===== src/rtl/pid_controller_antiwindup_unit_macros.svh =====
// Assertion macros shared by the PID controller RTL.
// No dependencies; included by the modules that carry assertions.
`ifndef PID_CONTROLLER_ANTIWINDUP_UNIT_MACROS_SVH
`define PID_CONTROLLER_ANTIWINDUP_UNIT_MACROS_SVH

// Same-cycle implication, disabled during reset.
`define PIDAW_ASSERT_IMPLIES(name, clk, rst_n, pre, post, msg) \
    name: assert property (@(posedge clk) disable iff (!(rst_n)) (pre) |-> (post)) \
        else $error(msg);

// Next-cycle implication, disabled during reset.
`define PIDAW_ASSERT_NEXT(name, clk, rst_n, pre, post, msg) \
    name: assert property (@(posedge clk) disable iff (!(rst_n)) (pre) |=> (post)) \
        else $error(msg);

`endif


===== src/rtl/pidaw_pkg.sv =====
// Types, constants and register codes of the PID controller block.
// No dependencies; used by every module of the block.
package pidaw_pkg;

    localparam int W_VAL      = 32;
    localparam int W_DT       = 24;
    localparam int W_BOUND    = 31;
    localparam int W_IDX      = 3;
    localparam int W_ACC      = 34;
    localparam int DIV_NUM_W  = 58;
    localparam int DIV_STEPS  = DIV_NUM_W / 2;
    localparam int DIV_CNT_W  = $clog2(DIV_STEPS);

    localparam logic [W_IDX-1:0] REG_GAIN_P         = 3'd0;
    localparam logic [W_IDX-1:0] REG_GAIN_I         = 3'd1;
    localparam logic [W_IDX-1:0] REG_GAIN_D         = 3'd2;
    localparam logic [W_IDX-1:0] REG_INTEGRAL_BOUND = 3'd3;
    localparam logic [W_IDX-1:0] REG_DRIVE_BOUND    = 3'd4;

    typedef enum logic [3:0] {
        ST_IDLE,
        ST_MUL_INC,
        ST_INTEG,
        ST_MUL_P,
        ST_MUL_I,
        ST_ADD_I,
        ST_DIV_WAIT,
        ST_MUL_D,
        ST_ADD_D,
        ST_FINISH
    } state_t;

    typedef enum logic [1:0] {
        MSEL_INC,
        MSEL_P,
        MSEL_I,
        MSEL_D
    } mul_sel_t;

    typedef struct packed {
        logic     load_in;
        logic     mul_en;
        mul_sel_t mul_sel;
        logic     err_commit;
        logic     div_start;
        logic     int_upd;
        logic     acc_clr;
        logic     acc_add;
        logic     deriv_load;
        logic     out_load;
    } cmd_t;

    typedef struct packed {
        logic dt_zero;
        logic div_done;
    } stat_t;

endpackage


===== src/rtl/pidaw_div.sv =====
// Iterative unsigned divider, two quotient bits per cycle, for the derivative.
// Depends on pidaw_pkg for widths and step count.
module pidaw_div (
    input  logic                              aclk,
    input  logic                              aresetn,
    input  logic                              start,
    input  logic [pidaw_pkg::DIV_NUM_W-1:0]   dividend,
    input  logic [pidaw_pkg::W_DT-1:0]        divisor,
    output logic                              busy,
    output logic                              done,
    output logic [pidaw_pkg::DIV_NUM_W-1:0]   quotient
);

    logic [pidaw_pkg::DIV_NUM_W-1:0] num_reg, num_next;
    logic [pidaw_pkg::W_DT-1:0]      rem_reg, rem_next;
    logic [pidaw_pkg::W_DT-1:0]      dvs_reg;
    logic [pidaw_pkg::DIV_CNT_W-1:0] cnt_reg;
    logic                            busy_reg;
    logic                            done_reg;

    logic [pidaw_pkg::W_DT:0] r1, r2;
    logic [pidaw_pkg::W_DT-1:0] rem_mid;
    logic ge1, ge2;

    always_comb begin
        r1      = {rem_reg, num_reg[pidaw_pkg::DIV_NUM_W-1]};
        ge1     = (r1 >= {1'b0, dvs_reg});
        rem_mid = ge1 ? pidaw_pkg::W_DT'(r1 - {1'b0, dvs_reg})
                      : r1[pidaw_pkg::W_DT-1:0];
        r2      = {rem_mid, num_reg[pidaw_pkg::DIV_NUM_W-2]};
        ge2     = (r2 >= {1'b0, dvs_reg});
        rem_next = ge2 ? pidaw_pkg::W_DT'(r2 - {1'b0, dvs_reg})
                       : r2[pidaw_pkg::W_DT-1:0];
        num_next = {num_reg[pidaw_pkg::DIV_NUM_W-3:0], ge1, ge2};
    end

    always_ff @(posedge aclk) begin
        if (!aresetn) begin
            busy_reg <= 1'b0;
            done_reg <= 1'b0;
            cnt_reg  <= '0;
        end else if (start) begin
            busy_reg <= 1'b1;
            done_reg <= 1'b0;
            cnt_reg  <= '0;
        end else if (busy_reg) begin
            cnt_reg <= cnt_reg + 1'b1;
            if (cnt_reg == pidaw_pkg::DIV_CNT_W'(pidaw_pkg::DIV_STEPS - 1)) begin
                busy_reg <= 1'b0;
                done_reg <= 1'b1;
            end
        end
    end

    always_ff @(posedge aclk) begin
        if (start) begin
            num_reg <= dividend;
            rem_reg <= '0;
            dvs_reg <= divisor;
        end else if (busy_reg) begin
            num_reg <= num_next;
            rem_reg <= rem_next;
        end
    end

    assign busy     = busy_reg;
    assign done     = done_reg;
    assign quotient = num_reg;

endmodule


===== src/rtl/pidaw_ctrl.sv =====
// Sequencer of the PID controller: handshakes and datapath commands.
// Depends on pidaw_pkg and the assertion macro header.
`include "pid_controller_antiwindup_unit_macros.svh"

module pidaw_ctrl (
    input  logic              aclk,
    input  logic              aresetn,
    input  logic              s_valid,
    output logic              s_ready,
    output logic              m_valid,
    input  logic              m_ready,
    input  pidaw_pkg::stat_t  stat,
    output pidaw_pkg::cmd_t   cmd
);

    pidaw_pkg::state_t state_reg, state_next;
    logic m_valid_reg, m_valid_next;
    logic out_free;

    assign out_free = !m_valid_reg || m_ready;

    always_comb begin
        state_next = state_reg;
        unique case (state_reg)
            pidaw_pkg::ST_IDLE:     if (s_valid) state_next = pidaw_pkg::ST_MUL_INC;
            pidaw_pkg::ST_MUL_INC:  state_next = pidaw_pkg::ST_INTEG;
            pidaw_pkg::ST_INTEG:    state_next = pidaw_pkg::ST_MUL_P;
            pidaw_pkg::ST_MUL_P:    state_next = pidaw_pkg::ST_MUL_I;
            pidaw_pkg::ST_MUL_I:    state_next = pidaw_pkg::ST_ADD_I;
            pidaw_pkg::ST_ADD_I:    state_next = pidaw_pkg::ST_DIV_WAIT;
            pidaw_pkg::ST_DIV_WAIT: begin
                if (stat.div_done || stat.dt_zero) state_next = pidaw_pkg::ST_MUL_D;
            end
            pidaw_pkg::ST_MUL_D:    state_next = pidaw_pkg::ST_ADD_D;
            pidaw_pkg::ST_ADD_D:    state_next = pidaw_pkg::ST_FINISH;
            pidaw_pkg::ST_FINISH:   if (out_free) state_next = pidaw_pkg::ST_IDLE;
            default:                state_next = pidaw_pkg::ST_IDLE;
        endcase
    end

    always_comb begin
        cmd         = '0;
        cmd.mul_sel = pidaw_pkg::MSEL_INC;
        s_ready     = 1'b0;
        unique case (state_reg)
            pidaw_pkg::ST_IDLE: begin
                s_ready     = 1'b1;
                cmd.load_in = s_valid;
            end
            pidaw_pkg::ST_MUL_INC: begin
                cmd.mul_en     = 1'b1;
                cmd.mul_sel    = pidaw_pkg::MSEL_INC;
                cmd.err_commit = 1'b1;
                cmd.div_start  = !stat.dt_zero;
            end
            pidaw_pkg::ST_INTEG: cmd.int_upd = 1'b1;
            pidaw_pkg::ST_MUL_P: begin
                cmd.mul_en  = 1'b1;
                cmd.mul_sel = pidaw_pkg::MSEL_P;
            end
            pidaw_pkg::ST_MUL_I: begin
                cmd.mul_en  = 1'b1;
                cmd.mul_sel = pidaw_pkg::MSEL_I;
                cmd.acc_clr = 1'b1;
            end
            pidaw_pkg::ST_ADD_I:    cmd.acc_add = 1'b1;
            pidaw_pkg::ST_DIV_WAIT: cmd.deriv_load = stat.div_done || stat.dt_zero;
            pidaw_pkg::ST_MUL_D: begin
                cmd.mul_en  = 1'b1;
                cmd.mul_sel = pidaw_pkg::MSEL_D;
            end
            pidaw_pkg::ST_ADD_D:    cmd.acc_add = 1'b1;
            pidaw_pkg::ST_FINISH:   cmd.out_load = out_free;
            default: ;
        endcase
    end

    // Output register: hold until taken, refill only when free.
    always_comb begin
        m_valid_next = m_valid_reg;
        priority if (cmd.out_load) m_valid_next = 1'b1;
        else if (m_ready)          m_valid_next = 1'b0;
        else                       m_valid_next = m_valid_reg;
    end

    always_ff @(posedge aclk) begin
        if (!aresetn) begin
            state_reg   <= pidaw_pkg::ST_IDLE;
            m_valid_reg <= 1'b0;
        end else begin
            state_reg   <= state_next;
            m_valid_reg <= m_valid_next;
        end
    end

    assign m_valid = m_valid_reg;

    `PIDAW_ASSERT_NEXT(a_busy_after_accept, aclk, aresetn, s_valid && s_ready, !s_ready, "input accepted while a transaction is in progress")
    `PIDAW_ASSERT_IMPLIES(a_no_overwrite, aclk, aresetn, cmd.out_load, !m_valid_reg || m_ready, "pending result overwritten")
    `PIDAW_ASSERT_IMPLIES(a_single_start, aclk, aresetn, cmd.div_start, !stat.dt_zero && state_reg == pidaw_pkg::ST_MUL_INC, "divider started out of sequence")

endmodule


===== src/rtl/pidaw_dpath.sv =====
// Datapath of the PID controller: config registers, shared multiplier,
// integral and drive clamps, derivative divider. Depends on pidaw_pkg,
// pidaw_div and the assertion macro header.
`include "pid_controller_antiwindup_unit_macros.svh"

module pidaw_dpath (
    input  logic                                  aclk,
    input  logic                                  aresetn,
    input  pidaw_pkg::cmd_t                       cmd,
    output pidaw_pkg::stat_t                      stat,
    input  logic signed [pidaw_pkg::W_VAL-1:0]    s_target,
    input  logic signed [pidaw_pkg::W_VAL-1:0]    s_measured,
    input  logic        [pidaw_pkg::W_DT-1:0]     s_elapsed,
    input  logic                                  cfg_wr,
    input  logic        [pidaw_pkg::W_IDX-1:0]    cfg_index,
    input  logic        [pidaw_pkg::W_VAL-1:0]    cfg_data,
    output logic signed [pidaw_pkg::W_VAL-1:0]    m_drive
);

    localparam logic signed [47:0] T_MAX = 48'sh0000_7FFF_FFFF;
    localparam logic signed [47:0] T_MIN = -48'sh0000_8000_0000;
    localparam logic signed [31:0] S32_MAX = 32'sh7FFF_FFFF;
    localparam logic signed [31:0] S32_MIN = 32'sh8000_0000;

    logic signed [31:0] gain_p_reg, gain_i_reg, gain_d_reg;
    logic [pidaw_pkg::W_BOUND-1:0] ibound_reg, dbound_reg;
    logic signed [31:0] integral_reg, integral_next;
    logic signed [31:0] last_err_reg;
    logic signed [31:0] err_reg, err_next;
    logic [pidaw_pkg::W_DT-1:0] dt_reg;
    logic signed [63:0] prod_reg;
    logic signed [pidaw_pkg::W_ACC-1:0] acc_reg;
    logic signed [31:0] deriv_reg, deriv_next;
    logic deriv_neg_reg;
    logic signed [31:0] drive_reg, drive_next;

    logic signed [32:0] in_diff, err_diff;
    logic [32:0] diff_mag;
    logic signed [31:0] mul_a, mul_b;
    logic signed [63:0] mul_full;
    logic signed [63:0] inc_full, term_full;
    logic signed [33:0] int_sum, ibound_s, dbound_s;
    logic signed [47:0] term48;
    logic signed [31:0] term;
    logic signed [31:0] ibound32, dbound32;
    logic [pidaw_pkg::DIV_NUM_W-1:0] div_quot;
    logic div_busy, div_done;
    logic ovf_pos, ovf_neg;

    // Configuration writes; out-of-range indexes are dropped.
    always_ff @(posedge aclk) begin
        if (!aresetn) begin
            gain_p_reg <= '0;
            gain_i_reg <= '0;
            gain_d_reg <= '0;
            ibound_reg <= '0;
            dbound_reg <= '0;
        end else if (cfg_wr) begin
            unique case (cfg_index)
                pidaw_pkg::REG_GAIN_P:         gain_p_reg <= cfg_data;
                pidaw_pkg::REG_GAIN_I:         gain_i_reg <= cfg_data;
                pidaw_pkg::REG_GAIN_D:         gain_d_reg <= cfg_data;
                pidaw_pkg::REG_INTEGRAL_BOUND: ibound_reg <= cfg_data[pidaw_pkg::W_BOUND-1:0];
                pidaw_pkg::REG_DRIVE_BOUND:    dbound_reg <= cfg_data[pidaw_pkg::W_BOUND-1:0];
                default: ;
            endcase
        end
    end

    // Error with saturation to 32 bits.
    always_comb begin
        in_diff = 33'(s_target) - 33'(s_measured);
        priority if (in_diff > 33'sh0_7FFF_FFFF)   err_next = S32_MAX;
        else if (in_diff < -33'sh0_8000_0000)      err_next = S32_MIN;
        else                                       err_next = in_diff[31:0];
    end

    // Derivative dividend: |error - last error| scaled by 2^24.
    assign err_diff = 33'(err_reg) - 33'(last_err_reg);
    assign diff_mag = err_diff[32] ? 33'(-err_diff) : 33'(err_diff);

    pidaw_div u_div (
        .aclk     (aclk),
        .aresetn  (aresetn),
        .start    (cmd.div_start),
        .dividend ({1'b0, diff_mag, {pidaw_pkg::W_DT{1'b0}}}),
        .divisor  (dt_reg),
        .busy     (div_busy),
        .done     (div_done),
        .quotient (div_quot)
    );

    // Shared multiplier.
    always_comb begin
        mul_a = err_reg;
        mul_b = 32'({8'b0, dt_reg});
        unique case (cmd.mul_sel)
            pidaw_pkg::MSEL_INC: begin
                mul_a = err_reg;
                mul_b = 32'({8'b0, dt_reg});
            end
            pidaw_pkg::MSEL_P: begin
                mul_a = gain_p_reg;
                mul_b = err_reg;
            end
            pidaw_pkg::MSEL_I: begin
                mul_a = gain_i_reg;
                mul_b = integral_reg;
            end
            pidaw_pkg::MSEL_D: begin
                mul_a = gain_d_reg;
                mul_b = deriv_reg;
            end
            default: ;
        endcase
    end
    assign mul_full = mul_a * mul_b;

    // Integral: round Q16.40 to Q16.16, add, clamp.
    assign ibound_s = 34'({1'b0, ibound_reg});
    always_comb begin
        inc_full = (prod_reg + 64'sd8388608) >>> 24;
        int_sum  = 34'(integral_reg) + inc_full[33:0];
        priority if (int_sum > ibound_s)  integral_next = ibound_s[31:0];
        else if (int_sum < -ibound_s)     integral_next = 32'(-ibound_s);
        else                              integral_next = int_sum[31:0];
    end

    // Gain term: round Q32.32 to Q16.16 and saturate.
    always_comb begin
        term_full = (prod_reg + 64'sd32768) >>> 16;
        term48    = term_full[47:0];
        priority if (term48 > T_MAX)  term = S32_MAX;
        else if (term48 < T_MIN)      term = S32_MIN;
        else                          term = term48[31:0];
    end

    // Derivative from the unsigned quotient and the sign of the difference.
    always_comb begin
        ovf_pos = |div_quot[pidaw_pkg::DIV_NUM_W-1:31];
        ovf_neg = (|div_quot[pidaw_pkg::DIV_NUM_W-1:32]) ||
                  (div_quot[31] && (|div_quot[30:0]));
        priority if (stat.dt_zero)    deriv_next = '0;
        else if (!deriv_neg_reg)      deriv_next = ovf_pos ? S32_MAX : div_quot[31:0];
        else                          deriv_next = ovf_neg ? S32_MIN : -div_quot[31:0];
    end

    assign dbound_s = 34'({1'b0, dbound_reg});
    always_comb begin
        priority if (acc_reg > dbound_s)  drive_next = dbound_s[31:0];
        else if (acc_reg < -dbound_s)     drive_next = 32'(-dbound_s);
        else                              drive_next = acc_reg[31:0];
    end

    always_ff @(posedge aclk) begin
        if (!aresetn) begin
            integral_reg <= '0;
            last_err_reg <= '0;
        end else begin
            if (cmd.int_upd)    integral_reg <= integral_next;
            if (cmd.err_commit) last_err_reg <= err_reg;
        end
    end

    always_ff @(posedge aclk) begin
        if (cmd.load_in) begin
            err_reg <= err_next;
            dt_reg  <= s_elapsed;
        end
        if (cmd.err_commit) deriv_neg_reg <= err_diff[32];
        if (cmd.mul_en)     prod_reg <= mul_full;
        if (cmd.acc_clr)    acc_reg <= pidaw_pkg::W_ACC'(term);
        else if (cmd.acc_add) acc_reg <= acc_reg + pidaw_pkg::W_ACC'(term);
        if (cmd.deriv_load) deriv_reg <= deriv_next;
        if (cmd.out_load)   drive_reg <= drive_next;
    end

    assign stat.dt_zero  = (dt_reg == '0);
    assign stat.div_done = div_done && !div_busy;
    assign m_drive       = drive_reg;

    assign ibound32 = 32'({1'b0, ibound_reg});
    assign dbound32 = 32'({1'b0, dbound_reg});

    `PIDAW_ASSERT_NEXT(a_integral_clamped, aclk, aresetn, cmd.int_upd, integral_reg <= ibound32 && integral_reg >= -ibound32, "integral outside its bound")
    `PIDAW_ASSERT_NEXT(a_drive_clamped, aclk, aresetn, cmd.out_load, drive_reg <= dbound32 && drive_reg >= -dbound32, "drive outside its bound")

endmodule


===== src/rtl/pid_controller_antiwindup_unit.sv =====
// PID controller with integral clamp: top level joining sequencer and datapath.
// Depends on pidaw_pkg, pidaw_ctrl and pidaw_dpath.
//
// Usage:
//   Input channel s_*: one transaction carries target, measured (signed
//   Q16.16) and elapsed (unsigned Q0.24 s). Result channel m_*: one drive
//   value (signed Q16.16) per input transaction, in order.
//   Configuration channel cfg_*: index 0..4 selects gain_p, gain_i, gain_d,
//   integral_bound, drive_bound; cfg_ready is always high, other indexes
//   are dropped. Write only while no transaction is in flight.
//   The sequencer steps from input accept to m_valid; when elapsed is
//   nonzero it waits in ST_DIV_WAIT for the two-bit-per-cycle divider
//   that forms the derivative, skipped when elapsed is zero. One multiplier
//   is shared by the four products. A new input is taken in the cycle
//   after the result is loaded: one transaction in the sequencer at a time.
//   Reset (aresetn low, synchronous) clears gains, bounds, integral and
//   last error to zero and drops any pending result.
//   When m_ready is low the finished result holds in the output register;
//   the next input may already be accepted and is held at its last step
//   until the register frees.
module pid_controller_antiwindup_unit (
    input  logic                                  aclk,
    input  logic                                  aresetn,
    input  logic                                  s_valid,
    output logic                                  s_ready,
    input  logic signed [pidaw_pkg::W_VAL-1:0]    s_target,
    input  logic signed [pidaw_pkg::W_VAL-1:0]    s_measured,
    input  logic        [pidaw_pkg::W_DT-1:0]     s_elapsed,
    output logic                                  m_valid,
    input  logic                                  m_ready,
    output logic signed [pidaw_pkg::W_VAL-1:0]    m_drive,
    input  logic                                  cfg_valid,
    output logic                                  cfg_ready,
    input  logic        [pidaw_pkg::W_IDX-1:0]    cfg_index,
    input  logic        [pidaw_pkg::W_VAL-1:0]    cfg_data
);

    pidaw_pkg::cmd_t  cmd;
    pidaw_pkg::stat_t stat;

    assign cfg_ready = 1'b1;

    pidaw_ctrl u_ctrl (
        .aclk    (aclk),
        .aresetn (aresetn),
        .s_valid (s_valid),
        .s_ready (s_ready),
        .m_valid (m_valid),
        .m_ready (m_ready),
        .stat    (stat),
        .cmd     (cmd)
    );

    pidaw_dpath u_dpath (
        .aclk       (aclk),
        .aresetn    (aresetn),
        .cmd        (cmd),
        .stat       (stat),
        .s_target   (s_target),
        .s_measured (s_measured),
        .s_elapsed  (s_elapsed),
        .cfg_wr     (cfg_valid && cfg_ready),
        .cfg_index  (cfg_index),
        .cfg_data   (cfg_data),
        .m_drive    (m_drive)
    );

endmodule

===== config.mk =====
export PLATFORM = sky130hd
export DESIGN_NAME = pid_controller_antiwindup_unit
export DESIGN_NICKNAME = d
export VERILOG_FILES = /design/src/rtl/pidaw_pkg.sv /design/src/rtl/pidaw_div.sv /design/src/rtl/pidaw_ctrl.sv /design/src/rtl/pidaw_dpath.sv /design/src/rtl/pid_controller_antiwindup_unit.sv
export VERILOG_INCLUDE_DIRS = /design/src /design/src/rtl
export SDC_FILE = /design/constraint.sdc
export NUM_CORES = 2
export LEC_CHECK = 0
export BUFFER_PORTS_ARGS = -buffer_cell sky130_fd_sc_hd__buf_4
export CORE_MARGIN = 2
export CORE_UTILIZATION = 49
export CTS_CLUSTER_SIZE = 16
export DETAILED_ROUTE_END_ITERATION = 10
export GPL_TIMING_DRIVEN = 0
export SETUP_SLACK_MARGIN = 0.3
export SYNTH_ARGS = -nofsm -noshare
export SYNTH_HDL_FRONTEND = slang
export SYNTH_SLANG_ARGS = --single-unit

===== constraint.sdc =====
create_clock -name aclk -period 11.6 [get_ports aclk]
set_clock_uncertainty 0.1 [all_clocks]
set_input_delay 2.32 -clock aclk [delete_from_list [all_inputs] [get_ports aclk]]
set_output_delay 2.32 -clock aclk [all_outputs]
set_load 0.005 [all_outputs]

# Word-level counts from Yosys, hierarchy flattened
# Index checks and enable logic that the tools add are counted.
classes:
  addsub: 13
  n_mul: 1
  div: 0
  magnitude_cmp: 10
  n_eq_ne: 20
  shifts: 0
  mux: 37
  bitwise_logic: 1
  n_reduce_logical: 27
op_table:
  columns: ["operator", "count"]
  rows:
  - ["$mux 32", 9]
  - ["$pmux 32 s4", 2]
  - ["$mux 57", 2]
  - ["$gt 34x32->1", 2]
  - ["$lt 34x34->1", 2]
  - ["$mux 34", 2]
  - ["$neg 31->34", 2]
  - ["$sub 32x32->33", 2]
  - ["$add 64x17->64 const B", 1]
  - ["$mul 32x32->64", 1]
  - ["$add 58x25->58 const B", 1]
  - ["$ge 25x24->1", 2]
  - ["$gt 48x32->1 const B", 1]
  - ["$lt 48x32->1 const B", 1]
  - ["$mux 24", 2]
  - ["$sub 24x24->24", 2]
  - ["$pmux 4 s10", 1]
  - ["$add 34x32->34", 1]
  - ["$add 34x34->34", 1]
  - ["$gt 33x32->1 const B", 1]
  - ["$lt 33x32->1 const B", 1]
  - ["$mux 33", 1]
  - ["$neg 33->33", 1]
  - ["$neg 32->32", 1]
  - ["other kinds (33)", 67]
totals:
  ff_bits: 559
  latchBits: 0
  ram_bits: 0
  romBits: 0
  elab_cells: 133
  n_memories: 0

# Longest topological paths before layout
depth:
  word_depth: 7
  mapped_depth: 38

# Cells and area by module
# Synthesis repeated with hierarchy kept, for this count alone.
unflattened:
  hier_cells: 8539
  area_unflattened_um2: 75045.7
by_module_without_submodules:
  columns: ["mod", "instances", "cells_per_inst", "area_per_inst_um2"]
  rows:
  - ["pidaw_dpath", 1, 7779, 67322.1]
  - ["pidaw_div", 1, 711, 7287.0]
  - ["pidaw_ctrl", 1, 47, 425.4]
  - ["pid_controller_antiwindup_unit", 1, 2, 11.3]

# Worst setup path after synthesis
# Ideal clock, no wire load.
synth_path:
  path_type: "reg-to-reg"
  from: "register u_ctrl.state_reg[3]"
  to: "register u_dpath.prod_reg[59], data pin"
  setup_ns: 0.260
  arrival_time_ns: 9.633
  path_slack_ns: 1.607
  stages_incl_launch_ff: 39
  path_buffers: 5
  cell_sequence: "dfxtp_1 > clkbuf_1 > inv_1 > nand2_1 > nor2_1 > clkbuf_1 > buf_1 > clkbuf_1 > a222oi_1 > nand2_1 > clkbuf_1 > nand2_1 > fa_1 > inv_1 > fa_1 > inv_1 > fa_1 > fa_1 > [3 not listed] > fa_1 > inv_1 > fa_1 > inv_1 > fa_1 > inv_1 > ha_1 > a21oi_1 > o21ai_0 > a2111o_1 > a2bb2oi_1 > a31o_2 > and4_1 > o2111ai_1 > a41oi_1 > o41ai_1 > mux2i_1 > nand2_1"
synth_between:
  elab_chain_cells: 5
synth_lines:
  columns: ["element", "line", "rtl"]
  rows:
  - ["start: declaration", "pidaw_ctrl.sv:16", "pidaw_pkg::state_t state_reg, state_next;"]
  - ["start signal: assignment", "pidaw_ctrl.sv:88", "state_reg <= pidaw_pkg::ST_IDLE;"]
  - ["start signal: assignment", "pidaw_ctrl.sv:91", "state_reg <= state_next;"]
  - ["$eq 4x3->1 (tied with other cells)", "pidaw_ctrl.sv:45", "unique case (state_reg)"]
  - ["$pmux 3 s4 *", "pidaw_ctrl.sv:45", null]
  - ["$eq 2x2->1 (tied with other cells)", "pidaw_dpath.sv:97", "unique case (cmd.mul_sel)"]
  - ["$pmux 32 s4", "pidaw_dpath.sv:97", null]
  - ["$mul 32x32->64 *", "pidaw_dpath.sv:117", "assign mul_full = mul_a * mul_b;"]
  - ["named net u_dpath.mul_full[59]", "pidaw_dpath.sv:40", "logic signed [63:0] mul_full;"]
  - ["end signal: assignment", "pidaw_dpath.sv:171", "if (cmd.mul_en) prod_reg <= mul_full;"]
  - ["end: declaration", "pidaw_dpath.sv:31", "logic signed [63:0] prod_reg;"]
# Mark *: on every way through the listed nets, which the timed path passes. The rest lies on a longest branch.
# A chain may end at the register's enable or synchronous reset.

# Worst setup path after layout
layout_path:
  from: "register u_ctrl.state_reg[1]"
  to: "register u_dpath.prod_reg[55], data pin"
# The elaborated chain is that of the path after synthesis.

==> flow_summary.json <==
{
  "avgRoutedWirePerCell_um": 26.21,
  "status": "finished, violations left",
  "worstPathArrival_ns": 11.46,
  "hpwlAfterDp_um": 241800,
  "start_util": 0.4949,
  "nets": 10630,
  "regToRegEndpoint": "u_dpath.prod_reg[55]",
  "vias": 64990,
  "clkSinkCount": 544,
  "setup_violations": 0,
  "slowest_delay_ns": 0.63,
  "fillCellCount": 14420,
  "grt_pass1_vias": 65540,
  "worstSetupPathType": "reg -> reg",
  "synth_edf_count": 261,
  "cts_buffers": 67,
  "placementRows": 142,
  "timing_hold_violations_final": 0,
  "hold_slack_ns": 0.3647,
  "fin_setup_tns_ns": 0,
  "syn_area_per_cell_um2": 8.604,
  "fin_crit_ns": 11.14,
  "multi_input_area_mm2": 0.05491,
  "grt_antenna_before_repair": 13,
  "reg2reg_slack_ns": 0.46,
  "end_kind": "flip-flop",
  "synth.cell_area_mm2": 0.07438,
  "ys_ff_latch": 544,
  "crit_buf_inv": 7,
  "drc": 0,
  "rsz0062_at_grt": "true",
  "ys.flop_type": "dfxtp_1",
  "grt_max_degree": 42,
  "critPathSlowestCell": "fa_1",
  "yosysSeqAreaShare": 0.1815,
  "rr_startpoint": "u_ctrl.state_reg[1]",
  "final_core_util": 0.5440,
  "syn_nets": 10350,
  "instances_no_fill": 11000,
  "drt_wl_total_um": 288400,
  "seqCellArea_mm2": 0.01351,
  "worstPathRequired_ns": 11.91,
  "firstDrtPassIters": 8,
  "worstHoldStart": "u_dpath.last_err_reg[7]",
  "hold_depth": 2,
  "root_buffer": "clkbuf_16",
  "slew_violations": 2,
  "gr-total-overflow": 0,
  "dieHeight_um": 393.6,
  "yosysWarnings": 0,
  "async_flop_share": 0,
  "path_delay_family": "adder cells",
  "antenna_left": 0,
  "grt_usage": 0.3743,
  "worstPathMaxFanout": 10,
  "area_delta_synth_final_pct": 9.919,
  "min_path_type": "reg -> reg",
  "start_kind": "flip-flop",
  "first_iter_violations": 6549,
  "fin_crit_sh": 0.9607,
  "drive_above_1_share": 0.07020,
  "port_buffers": 160,
  "via_per_inst": 5.907,
  "whs_endpoint": "u_dpath.last_err_reg[7]",
  "htreeDepth": 3,
  "synth_cells": 8645,
  "cpMostUsedCell": "fa_1",
  "dpl.cell_count": 10840,
  "largest_register_ffs": 58,
  "violations": "max-capacitance violations, max-slew violations",
  "synth.distinct_cells": 103,
  "cts.path.max_buffers": 3,
  "r2r_cells": 33,
  "clock.fmax_mhz": 89.74,
  "place_congestion": 1.015,
  "dieArea_mm2": 0.1549,
  "path_clk_slew_ns": 0.06,
  "die_w_um": 393.6,
  "tightest_slew_ns": 1.500,
  "grt_first_pass_wirelength_um": 428800,
  "relSlewSlack": -0.01055,
  "cts_tree": "done",
  "drv_cap": 2,
  "coreArea_mm2": 0.1503,
  "clock_latency_ns": 0.68,
  "pin_count": 163
}
[final cells by class]
cell class,instances,share of cell area
inverter,1339,0.06152
timing repair buffer,209,0.02054
antenna,13,0.0003979
clock inverter,31,0.004989
clock buffer,89,0.02326
multi-input combinational,6373,0.6716
sequential,544,0.1652
buffer,389,0.02165
tap,2016,0.03085
[layout by cell type, fill, tap and decap left out, types with 69 or more instances in the layout]
| cell type | n |
|---|---|
| nor2_1 | 816 |
| inv_1 | 1336 |
| edfxtp_1 | 261 |
| o21ai_0 | 302 |
| clkbuf_1 | 247 |
| a21boi_0 | 210 |
| nand4_1 | 92 |
| dfxtp_1 | 282 |
| nor3_1 | 76 |
| clkbuf_16 | 69 |
| a21oi_1 | 342 |
| mux2i_1 | 70 |
| nand3_1 | 146 |
| ha_1 | 493 |
| xnor2_1 | 230 |
| clkbuf_2 | 96 |
| buf_4 | 200 |
| fa_1 | 1085 |
| a21o_1 | 157 |
| nand2_1 | 1257 |
| xor2_1 | 119 |
[how the worst max path moves through the flow]
stage	from	end	slack, ns	cells after the start
final	u_ctrl.state_reg[1]	u_dpath.prod_reg[55]	0.46	33
after CTS	u_ctrl.state_reg[3]	u_dpath.prod_reg[55]	0.30	35
after floorplan	u_ctrl.state_reg[3]	u_dpath.prod_reg[59]	1.61	38
after global routing	u_ctrl.state_reg[2]	u_dpath.prod_reg[55]	0.28	31
after global placement	u_ctrl.state_reg[3]	u_dpath.prod_reg[59]	-2.40	33
after detailed placement	u_ctrl.state_reg[3]	u_dpath.prod_reg[59]	-2.32	36
[logic make-up (layout without fill, tap and decap cells)]
logic type,Yosys count,after routing,share of synthesized area
AO/OA/AOI/OAI,1523,1523,0.1339
other,1,14,0.00005041
multiplexers,83,83,0.01139
adder cells (fa/ha/maj),1587,1587,0.3765
AND/OR/NAND/NOR,2830,2830,0.1672
XOR/XNOR,349,349,0.04109
buffers and inverters,1728,2057,0.08838
flip-flops,544,544,0.1815
[worst reg2reg max path, delay by kind of cell (launching register included)]
family,cells,cell delay [ns]
AOI/OAI and AO/OA,10,2.80
adders and majority gates,9,4.64
buffers and inverters,7,1.08
DFF,1,0.33
and+or+nand+nor,7,1.94
[synth_stat cells, drive strengths merged (13+ instances only)]
library cell	n	area, um2
and4	26	227.7
nor3b	22	165.2
o21bai	24	180.2
mux2	13	146.4
nor2b	51	319.1
a31oi	41	256.5
o21ai	322	1615
nand2b	55	344.1
nor4	46	317.8
nand3	147	740.7
a211oi	49	367.9
mux2i	70	700.7
o211ai	33	247.7
ha	494	6181
buf	29	138.9
xor2	119	1042
fa	1087	21760
o21a	51	382.9
clkbuf	358	1365
o31a	14	122.6
nor3	81	431.7
a21boi	216	1622
edfxtp	261	7838
o311ai	15	131.4
nor2	821	3082
or2	23	143.9
a22oi	40	300.3
o221ai	22	192.7
o31ai	40	300.3
nand4	92	575.6
a21oi	364	1822
inv	1338	5022
xnor2	230	2014
and3	55	344.1
a21o	157	1179
dfxtp	283	5665
a222oi	13	130.1
or3	31	203.9
and2	46	289.0
or4	35	271.5
nand2	1279	4803
[metrics by stage]
stage	cell area, um2	setup WS [ns]
2_1_floorplan	74380	1.607
3_3_place_gp	78110	-2.403
4_1_cts	81460	0.3014
5_1_grt	81750	0.2775
3_5_place_dp	78310	-2.323
6_report	81760	0.4561
[timing repair]
action	4_1_cts	5_1_grt
setup buffers	22	12
hold buffers	0	0
endpoints found under the setup margin	48	23
gates resized for setup	227	103
pin swaps	11	6
hold endpoints to repair	0	0
[routing by layer]
metal,track usage,vias up,part of all wire
li1,-,28710,-
met1,0.4904,32400,0.40
met2,0.5536,3205,0.42
met3,0.09346,671,0.10
met4,0.2330,8,0.076
met5,0.02001,-,0.0019
Power is left out: the tool's default activity adds up to more than one toggle a clock period on the data nets, which glitch-free logic cannot reach.
